File: config.mk
export PLATFORM = sky130hd
export DESIGN_NAME = square_channel_sweep_envelope_top_flat
export DESIGN_NICKNAME = d
export VERILOG_FILES = /design/src/rtl/sqsweep_pkg.sv /design/src/rtl/sqsweep_if.sv /design/src/rtl/sqsweep_frame.sv /design/src/rtl/sqsweep_core.sv /design/src/rtl/square_channel_sweep_envelope_top.sv /design/src/flat_wrapper.sv
export SDC_FILE = /design/constraint.sdc
export NUM_CORES = 1
export LEC_CHECK = 0
export BUFFER_PORTS_ARGS = -buffer_cell sky130_fd_sc_hd__buf_2
export CORE_UTILIZATION = 30
export CTS_CLUSTER_DIAMETER = 50
export CTS_CLUSTER_SIZE = 14
export DETAILED_ROUTE_END_ITERATION = 12
export PLACE_DENSITY = 0.46
export SETUP_SLACK_MARGIN = 0.05
export SLEW_MARGIN = 20
export SYNTH_ARGS = -nofsm -noshare
export SYNTH_HDL_FRONTEND = slang
export SYNTH_SLANG_ARGS = --single-unit
File: constraint.sdc
create_clock -name clock -period 3.95 [get_ports clock]
set_input_delay 0.5925 -clock clock [delete_from_list [all_inputs] [get_ports clock]]
set_output_delay 0.5925 -clock clock [all_outputs]
set_load 0.1 [all_outputs]
File: src/rtl/sqsweep_pkg.sv
// Shared types, constants and helpers for the square channel with sweep and envelope.
// No dependencies; the frame, core and top files refer to this package by scoped names.
package sqsweep_pkg;

   localparam int FRAME_PERIOD = 2048;
   localparam int FRAME_CNT_W  = $clog2(FRAME_PERIOD + 1);

   localparam int PERIOD_W = 11;
   localparam int FREQ_W   = 12;
   localparam int LEN_W    = 7;

   localparam logic [FREQ_W-1:0]   FREQ_BASE = 12'd2048;
   localparam logic [LEN_W-1:0]    LEN_FULL  = 7'd64;

   // Register indexes of a write beat.
   localparam logic [2:0] REG_SWEEP  = 3'd0;
   localparam logic [2:0] REG_DUTY   = 3'd1;
   localparam logic [2:0] REG_ENV    = 3'd2;
   localparam logic [2:0] REG_FREQ_L = 3'd3;
   localparam logic [2:0] REG_FREQ_H = 3'd4;
   localparam logic [2:0] REG_POWER  = 3'd5;

   // Beat modes.
   localparam logic MODE_TICK  = 1'b0;
   localparam logic MODE_WRITE = 1'b1;

   // Frame sequencer strobes for the current tick.
   typedef struct packed {
      logic length_clk;
      logic sweep_clk;
      logic env_clk;
   } frame_strobe_type;

   // Value of the channel outputs after the current beat.
   typedef struct packed {
      logic [3:0] level;
      logic       channel_on;
   } chan_out_type;

   function automatic logic [7:0] duty_lookup(input logic [1:0] sel);
      logic [7:0] pat;
      unique case (sel)
         2'd0: pat = 8'b0000_0001;
         2'd1: pat = 8'b1000_0001;
         2'd2: pat = 8'b1000_0111;
         2'd3: pat = 8'b0111_1110;
         default: pat = 8'b0000_0001;
      endcase
      return pat;
   endfunction

endpackage

File: src/rtl/sqsweep_if.sv
// Valid/ready channel interfaces for the request and response beats.
// Depends on nothing; the payload widths are fixed by the channel definition.
interface sqsweep_req_if;
   logic       valid;
   logic       ready;
   logic       mode;
   logic [2:0] reg_index;
   logic [7:0] write_data;

   modport source (output valid, output mode, output reg_index, output write_data,
                   input ready);
   modport sink   (input valid, input mode, input reg_index, input write_data,
                   output ready);
endinterface

interface sqsweep_rsp_if;
   logic       valid;
   logic       ready;
   logic [3:0] level;
   logic       channel_on;

   modport source (output valid, output level, output channel_on, input ready);
   modport sink   (input valid, input level, input channel_on, output ready);
endinterface

File: src/rtl/sqsweep_frame.sv
// Eight-step frame sequencer that strobes the length, sweep and envelope units.
// Depends on sqsweep_pkg.
module sqsweep_frame (
   input  logic                         clock,
   input  logic                         reset,
   input  logic                         tick,
   output sqsweep_pkg::frame_strobe_type strobe
);

   logic [sqsweep_pkg::FRAME_CNT_W-1:0] frame_count_ff, frame_count_in;
   logic [2:0]                          frame_step_ff, frame_step_in;
   logic                                step_due;

   always_comb begin
      step_due       = tick && (frame_count_ff <= sqsweep_pkg::FRAME_CNT_W'(1));
      frame_count_in = frame_count_ff;
      frame_step_in  = frame_step_ff;
      if (tick) begin
         if (step_due) begin
            frame_count_in = sqsweep_pkg::FRAME_CNT_W'(sqsweep_pkg::FRAME_PERIOD);
            frame_step_in  = frame_step_ff + 3'd1;
         end else begin
            frame_count_in = frame_count_ff - sqsweep_pkg::FRAME_CNT_W'(1);
         end
      end
      // Length on even steps, sweep on steps 2 and 6, envelope on step 7.
      strobe.length_clk = step_due && !frame_step_ff[0];
      strobe.sweep_clk  = step_due && (frame_step_ff == 3'd2 || frame_step_ff == 3'd6);
      strobe.env_clk    = step_due && (frame_step_ff == 3'd7);
   end

   always_ff @(posedge clock) begin
      if (reset) begin
         frame_count_ff <= sqsweep_pkg::FRAME_CNT_W'(sqsweep_pkg::FRAME_PERIOD);
         frame_step_ff  <= 3'd0;
      end else begin
         frame_count_ff <= frame_count_in;
         frame_step_ff  <= frame_step_in;
      end
   end

endmodule

File: src/rtl/sqsweep_core.sv
// Channel state: frequency timer, duty pattern, length, sweep, envelope and register writes.
// Depends on sqsweep_pkg; frame strobes come from sqsweep_frame.
module sqsweep_core (
   input  logic                          clock,
   input  logic                          reset,
   input  logic                          accept,
   input  logic                          mode,
   input  logic [2:0]                    reg_index,
   input  logic [7:0]                    write_data,
   input  sqsweep_pkg::frame_strobe_type strobe,
   output sqsweep_pkg::chan_out_type     next_out
);

   localparam int PW = sqsweep_pkg::PERIOD_W;
   localparam int FW = sqsweep_pkg::FREQ_W;
   localparam int LW = sqsweep_pkg::LEN_W;

   logic          powered_ff, powered_in;
   logic          enabled_ff, enabled_in;
   logic [7:0]    duty_ff, duty_in;
   logic [PW-1:0] period_ff, period_in;
   logic [FW-1:0] freq_ff, freq_in;
   logic          running_ff, running_in;
   logic [LW-1:0] length_ff, length_in;
   logic [2:0]    sw_amount_ff, sw_amount_in;
   logic          sw_down_ff, sw_down_in;
   logic [2:0]    sw_count_ff, sw_count_in;
   logic [3:0]    volume_ff, volume_in;
   logic          env_up_ff, env_up_in;
   logic [2:0]    env_count_ff, env_count_in;
   logic [3:0]    amp_ff, amp_in;

   logic          tick;
   logic [LW-1:0] length_dec;
   logic [2:0]    sw_count_dec;
   logic [2:0]    env_count_dec;
   logic [PW-1:0] sw_delta;
   logic [FW-1:0] sw_next;
   logic [PW-1:0] period_wr;

   always_comb begin
      powered_in   = powered_ff;
      enabled_in   = enabled_ff;
      duty_in      = duty_ff;
      period_in    = period_ff;
      freq_in      = freq_ff;
      running_in   = running_ff;
      length_in    = length_ff;
      sw_amount_in = sw_amount_ff;
      sw_down_in   = sw_down_ff;
      sw_count_in  = sw_count_ff;
      volume_in    = volume_ff;
      env_up_in    = env_up_ff;
      env_count_in = env_count_ff;
      amp_in       = amp_ff;

      tick          = accept && (mode == sqsweep_pkg::MODE_TICK);
      length_dec    = (length_ff != '0) ? length_ff - LW'(1) : '0;
      sw_count_dec  = (sw_count_ff != '0) ? sw_count_ff - 3'd1 : '0;
      env_count_dec = (env_count_ff != '0) ? env_count_ff - 3'd1 : '0;
      sw_delta      = period_ff >> sw_amount_ff;
      sw_next       = sw_down_ff ? ({1'b0, period_ff} - {1'b0, sw_delta})
                                 : ({1'b0, period_ff} + {1'b0, sw_delta});
      period_wr     = period_ff;

      if (tick) begin
         // The frequency timer goes first; the sweep may then restart it.
         if (running_ff) begin
            if (freq_ff <= FW'(1)) begin
               freq_in = sqsweep_pkg::FREQ_BASE - {1'b0, period_ff};
               if (!enabled_ff) begin
                  amp_in = 4'd0;
               end else begin
                  amp_in  = duty_ff[0] ? volume_ff : 4'd0;
                  duty_in = {duty_ff[0], duty_ff[7:1]};
               end
            end else begin
               freq_in = freq_ff - FW'(1);
            end
         end
         if (strobe.length_clk) begin
            length_in = length_dec;
            if (length_dec == '0) begin
               enabled_in = 1'b0;
            end
         end
         if (strobe.sweep_clk) begin
            sw_count_in = sw_count_dec;
            if (sw_count_dec == '0) begin
               if (sw_next[FW-1]) begin
                  enabled_in = 1'b0;
               end else begin
                  period_in  = sw_next[PW-1:0];
                  freq_in    = sqsweep_pkg::FREQ_BASE - sw_next;
                  running_in = 1'b1;
               end
            end
         end
         if (strobe.env_clk) begin
            env_count_in = env_count_dec;
            if (env_count_dec == '0) begin
               if (env_up_ff) begin
                  if (volume_ff != 4'hF) begin
                     volume_in = volume_ff + 4'd1;
                  end
               end else begin
                  if (volume_ff != 4'h0) begin
                     volume_in = volume_ff - 4'd1;
                  end
               end
            end
         end
      end else if (accept) begin
         if (reg_index == sqsweep_pkg::REG_POWER) begin
            powered_in = write_data[7];
            enabled_in = 1'b0;
         end else if (powered_ff) begin
            unique case (reg_index)
               sqsweep_pkg::REG_SWEEP: begin
                  sw_amount_in = write_data[2:0];
                  sw_down_in   = write_data[3];
                  sw_count_in  = write_data[6:4];
               end
               sqsweep_pkg::REG_DUTY: begin
                  duty_in   = sqsweep_pkg::duty_lookup(write_data[7:6]);
                  length_in = sqsweep_pkg::LEN_FULL - {1'b0, write_data[5:0]};
               end
               sqsweep_pkg::REG_ENV: begin
                  volume_in    = write_data[7:4];
                  env_up_in    = write_data[3];
                  env_count_in = write_data[2:0];
               end
               sqsweep_pkg::REG_FREQ_L: begin
                  period_in = {period_ff[PW-1:8], write_data};
               end
               sqsweep_pkg::REG_FREQ_H: begin
                  period_wr = {write_data[2:0], period_ff[7:0]};
                  period_in = period_wr;
                  if (write_data[7]) begin
                     freq_in    = sqsweep_pkg::FREQ_BASE - {1'b0, period_wr};
                     running_in = 1'b1;
                     enabled_in = 1'b1;
                  end
               end
               default: begin
               end
            endcase
         end
      end

      next_out.level      = amp_in;
      next_out.channel_on = enabled_in;
   end

   always_ff @(posedge clock) begin
      if (reset) begin
         powered_ff   <= 1'b0;
         enabled_ff   <= 1'b0;
         duty_ff      <= '0;
         period_ff    <= '0;
         freq_ff      <= '0;
         running_ff   <= 1'b0;
         length_ff    <= '0;
         sw_amount_ff <= '0;
         sw_down_ff   <= 1'b0;
         sw_count_ff  <= '0;
         volume_ff    <= '0;
         env_up_ff    <= 1'b0;
         env_count_ff <= '0;
         amp_ff       <= '0;
      end else begin
         powered_ff   <= powered_in;
         enabled_ff   <= enabled_in;
         duty_ff      <= duty_in;
         period_ff    <= period_in;
         freq_ff      <= freq_in;
         running_ff   <= running_in;
         length_ff    <= length_in;
         sw_amount_ff <= sw_amount_in;
         sw_down_ff   <= sw_down_in;
         sw_count_ff  <= sw_count_in;
         volume_ff    <= volume_in;
         env_up_ff    <= env_up_in;
         env_count_ff <= env_count_in;
         amp_ff       <= amp_in;
      end
   end

endmodule

File: src/rtl/square_channel_sweep_envelope_top.sv
// Top level of the square channel with sweep, length counter and volume envelope.
// Depends on sqsweep_pkg, sqsweep_if, sqsweep_frame and sqsweep_core.
//
//   Channel   Direction  Beat contents
//   req_if    in         mode, reg_index, write_data (one tick or one register write)
//   rsp_if    out        level, channel_on (channel state after that beat)
//
// Every accepted request beat yields exactly one response beat. The channel state is
// updated at the edge that accepts the beat, and the result is held in an output
// register: one beat is taken per cycle unless stalled, and answered in the next cycle.
// A stalled response holds the output register and drops req_if.ready only while the
// register is full and not being taken; reset clears all control and channel state and
// loads the frame sequencer with a full frame period.
module square_channel_sweep_envelope_top (
   input  logic                 clock,
   input  logic                 reset,
   sqsweep_req_if.sink          req_if,
   sqsweep_rsp_if.source        rsp_if
);

   logic                             accept;
   sqsweep_pkg::frame_strobe_type    strobe;
   sqsweep_pkg::chan_out_type        next_out;
   logic                             rsp_valid_ff, rsp_valid_in;
   sqsweep_pkg::chan_out_type        rsp_data_ff, rsp_data_in;

   // The output register can take a new beat when empty or when being drained.
   assign req_if.ready = !rsp_valid_ff || rsp_if.ready;
   assign accept       = req_if.valid && req_if.ready;

   sqsweep_frame u_frame (
      .clock  (clock),
      .reset  (reset),
      .tick   (accept && (req_if.mode == sqsweep_pkg::MODE_TICK)),
      .strobe (strobe)
   );

   sqsweep_core u_core (
      .clock      (clock),
      .reset      (reset),
      .accept     (accept),
      .mode       (req_if.mode),
      .reg_index  (req_if.reg_index),
      .write_data (req_if.write_data),
      .strobe     (strobe),
      .next_out   (next_out)
   );

   always_comb begin
      rsp_valid_in = rsp_valid_ff;
      rsp_data_in  = rsp_data_ff;
      if (accept) begin
         rsp_valid_in = 1'b1;
         rsp_data_in  = next_out;
      end else if (rsp_if.ready) begin
         rsp_valid_in = 1'b0;
      end
   end

   always_ff @(posedge clock) begin
      if (reset) begin
         rsp_valid_ff <= 1'b0;
      end else begin
         rsp_valid_ff <= rsp_valid_in;
      end
   end

   // The payload needs no reset; it is only looked at while valid is high.
   always_ff @(posedge clock) begin
      rsp_data_ff <= rsp_data_in;
   end

   assign rsp_if.valid      = rsp_valid_ff;
   assign rsp_if.level      = rsp_data_ff.level;
   assign rsp_if.channel_on = rsp_data_ff.channel_on;

endmodule
File: src/flat_wrapper.sv
// flat-port wrapper written by rule: the top's interface ports become plain ports
module square_channel_sweep_envelope_top_flat 
  (clock, reset, req_if_valid, req_if_mode, req_if_reg_index, req_if_write_data, req_if_ready, rsp_if_valid, rsp_if_level, rsp_if_channel_on, rsp_if_ready);
  sqsweep_req_if req_if_i ();
  sqsweep_rsp_if rsp_if_i ();
  input  logic clock;
  input  logic reset;
  input wire logic [$bits(req_if_i.valid)-1:0] req_if_valid;
  input wire logic [$bits(req_if_i.mode)-1:0] req_if_mode;
  input wire logic [$bits(req_if_i.reg_index)-1:0] req_if_reg_index;
  input wire logic [$bits(req_if_i.write_data)-1:0] req_if_write_data;
  output wire logic [$bits(req_if_i.ready)-1:0] req_if_ready;
  output wire logic [$bits(rsp_if_i.valid)-1:0] rsp_if_valid;
  output wire logic [$bits(rsp_if_i.level)-1:0] rsp_if_level;
  output wire logic [$bits(rsp_if_i.channel_on)-1:0] rsp_if_channel_on;
  input wire logic [$bits(rsp_if_i.ready)-1:0] rsp_if_ready;
  assign req_if_i.valid = req_if_valid;
  assign req_if_i.mode = req_if_mode;
  assign req_if_i.reg_index = req_if_reg_index;
  assign req_if_i.write_data = req_if_write_data;
  assign req_if_ready = req_if_i.ready;
  assign rsp_if_valid = rsp_if_i.valid;
  assign rsp_if_level = rsp_if_i.level;
  assign rsp_if_channel_on = rsp_if_i.channel_on;
  assign rsp_if_i.ready = rsp_if_ready;
  square_channel_sweep_envelope_top u_core (.clock(clock), .reset(reset), .req_if(req_if_i), .rsp_if(rsp_if_i));
endmodule
==> results.md <==
- Status: complete, but fails checks
- Failing checks: negative setup slack
- Power share of the clock group: 0.408
- Final period util: 1.014
- Nets: ~1000
- Worst-case clock buffer depth: 2
- Syn_area_per_cell: 7.725 sq um
- Fin. max-slew vios: 0
- Syn Nets: ~890
- Worst skew pair latency: approximately 0.35 ns
- Cell area power density: 251.2 mW/mm^2
- Largest area contributor in the netlist: dfxtp_1
- Top cells by area, synth: dfxtp_1 (23%), ha_1 (6.1%), a21oi_1 (5.5%), nor2_1 (4.5%), xnor2_1 (4.3%)
- Synth Area in Adders: 0.06755
- Top delay family on crit path: simple AND/OR/NAND/NOR gates
- CP max stage delay: 0.55 ns
- I/O pins: 23
- Post-synth EDFFs: 5
- Combinational Power Share: 0.174
- HPWL after DPL: between 15000 and 20000 um
- MaxCap Viol Count: 0
- Global-route wire length before repair: roughly 33000 um
- Cells after Synth: approximately 840
- Finished Core Util: 0.3916
- Largest net degree at the start of global routing: 58
- Hold Path Class: register to register
- WL met2: 9612 um
- Static leakage power: roughly 3.3 nW
- Yosys top cell area share: 0.2334
- Reg power frac: 0.418
- Mux contribution to synthesized area: 0.05776
- Ys flop type: dfxtp_1
- Data arrival, critical path: 4.24 ns
- Clk sinks: 81
- Kind of critical path: register to register
- Async SR Flop Fraction: 0
- Int Pwr: ~1.4 mW
- Commonest non-fill, non-tap cell in the layout: buf_4
- Total power: 2.081 mW
- Clk slew on worst S/H paths: around 0.07 ns
- DIE HEIGHT: roughly 150 um
- Finished Layout Cells: 1206
- Distinct cell type count after synthesis: 89
- Required @ worst endpoint: roughly 4.2 ns
- CP Launch Type: register
- Met3 WL: around 910 um
- Starting Density: 0.3082
- Layout cell share with drive strength beyond 1: 0.2438
- Worst rel slew slack: 0.4102
- Setup crit end kind: register
- Die width: 149.4 um
- Placed insts: around 1200
- Placer congestion estimate: approximately 0.84
- H-Tree Level Count: 3
- Compound-Gate Fraction of Synth Area: 0.2387
- CTS tree: done
- # diodes: 0
- Seq cells post-synth: between 80 and 90
- Tmin final: 4.006 ns
- # setup viols final: 6
- Peak Freq: 249.6 MHz
- Setup TNS: -0.1671 ns
- Setup slack at placement: -0.2020 ns
- Initial antenna violation count: 0
- Sw power: 0.6663 mW
- Routed Antenna Nets: 0
- Slew at the pin closest to its max-slew limit: a little under 0.9 ns
- Vias in the first global route: around 6000
- Unrepaired setup endpoints after global routing: yes
- Max layer used: met4
- Largest family of logic cells by synthesized area: simple AND/OR/NAND/NOR gates
- Total CTS buffers: 9
- Site Rows: 53
- DRC Markers: 0
- All-Layer GR Usage: 0.1885
- # hold bufs at CTS: 0
- Port Buf Inserts: 22
- Final Hold Viols: 0
- Worst Path Buf+Inv: 1
- GR Overflow Total: 0
- Via-per-instance ratio: approximately 5.4
- Synth Warn #: 0
- Sequence of cells on the critical path: mux4_2 -> a21o_1 -> nor4_4 -> and3_4 -> a21oi_2 -> o32a_1 -> ha_4 -> buf_4 -> nor2b_1 -> a221oi_2 -> nand2_2 -> or4_1 -> nand3_1 -> a21oi_1
- Avg WL per Cell: around 18 um
- Core area: between 0.02 and 0.025 sq mm
- CTS root buf: clkbuf_16
- Post-Synth Simple-Gate Area: 0.2547
- Mapped Area: 0.006520 sq mm
- Commonest non-fill, non-tap cells in the layout: buf_4 (92), nor2_1 (77), dfxtp_1 (74)
- Setup Skew: approximately 0.011 ns
- Worst-path fanout max: 5
- Vias: approximately 6500
- Initial DRC Count: a little over 500
- Sequential area share after synthesis: 0.2564
- Post-Route WL: between 20000 and 25000 um
- CP max stage cell: or4_1
- Met1 WL: between 10000 and 15000 um
- Die ar.: roughly 0.022 sq mm
- Maximum VDD drop: ~0.19 mV
- P&R area growth vs syn: 27.06%
- Router iterations before antenna repair: 5
- Post-Synth XOR/XNOR Area: 0.06832
- Final Worst Setup Slack: -0.05563 ns
- Sw Ratio: 0.3202
## layout make-up
| cell class | instances | area, sq um |
|---|---|---|
| Fill cell | 2129 | 12870 |
| Multi-Input combinational cell | 674 | 4935 |
| Sequential cell | 81 | 1679 |
| Timing Repair Buffer | 120 | 889.6 |
| Tap cell | 275 | 344.1 |
| Clock buffer | 9 | 225.2 |
| Inverter | 40 | 150.1 |
| Clock inverter | 7 | 61.31 |
## state kept, by name, indices dropped and copies added, names as in the netlist, 3 cells and up
signal,count
u_core.u_core.length_ff,7
u_core.u_core.env_count_ff,3
u_core.u_core.volume_ff,4
u_core.rsp_if.level,4
u_core.u_core.amp_ff,4
u_core.u_core.duty_ff,8
u_core.u_frame.frame_step_ff,3
u_core.u_core.sw_count_ff,3
u_core.u_core.period_ff,11
u_core.u_core.sw_amount_ff,3
u_core.u_frame.frame_count_ff,12
u_core.u_core.freq_ff,12
## path summary, 6_finish.rpt
path,from,end,slack [ns],cells after the start
worst max-delay path,u_core.u_core.sw_amount_ff[0]$_SDFFE_PP0P_,u_core.u_core.freq_ff[9]$_SDFFE_PP0P_,-0.06,14
worst max register to register,u_core.u_core.sw_amount_ff[0]$_SDFFE_PP0P_,u_core.u_core.freq_ff[9]$_SDFFE_PP0P_,-0.06,14
worst min-delay path,u_core.u_frame.frame_count_ff[1]$_SDFFE_PP0P_,u_core.u_frame.frame_count_ff[1]$_SDFFE_PP0P_,0.46,2
worst min register to register,u_core.u_frame.frame_count_ff[1]$_SDFFE_PP0P_,u_core.u_frame.frame_count_ff[1]$_SDFFE_PP0P_,0.46,2
## synth_stat cells (all sizes together), types with 4 or more instances
master  instances
or2             5
nand4          11
a21o            9
and2           10
nand2          63
a311oi          4
a31oi           6
mux2i          24
o22ai          15
edfxtp          5
or3            13
xor2           17
o221ai          5
a22oi           4
o21ai          49
ha             32
nor2b           9
nand2b         16
a21oi          73
nor3           41
inv            40
dfxtp          76
xnor2          33
nor3b           5
a211oi         20
o211ai          6
o31ai          11
mux2            4
and3            4
a221oi          5
or4             5
nand3          33
buf            15
nor2           79
clkbuf         35
nor4           13
## cell families after synthesis
group,count (synthesis)
xor+xnor,50
buf+inv,90
fa+ha+maj,34
mux,31
simple gates,320
flops,81
compound gates,238
## per-stage QoR
stage               area (sq um)  hold slack (ns)
detailed placement          7471           0.4514
CTS                         7801           0.4619
finish                      8284           0.4586
floorplan                   6529           0.4319
global placement            7471           0.4419
global route                8284           0.4781
## metal layers
layer,up-vias,track usage
li1,3252,-
met1,3106,0.2657
met2,148,0.2935
met3,23,0.03445
met4,0,0.04643
met5,-,0
## what timing repair did
item,CTS,global route
endpoints found under the setup margin,25,26
setup buffers,1,6
pin swaps,6,29
cloned,0,1
resized for setup,13,75
## worst min-delay path: stages (launching register included)
cell and delay [ns]:
dfxtp_1 0.31, nand2_1 0.05, a21oi_1 0.05
## power groups by stage
| stage | Sequential (mW) | Combinational [mW] | Clock (mW) |
|---|---|---|---|
| final | 0.870 | 0.363 | 0.848 |
| after detailed placement | 0.889 | 0.342 | 0 |
| after global routing | 0.873 | 0.396 | 0.900 |
| after global placement | 0.890 | 0.343 | 0 |
| after CTS | 0.869 | 0.345 | 0.871 |
| after floorplan | 0.909 | 0.221 | 0 |
(Power assumes the default switching activity.)
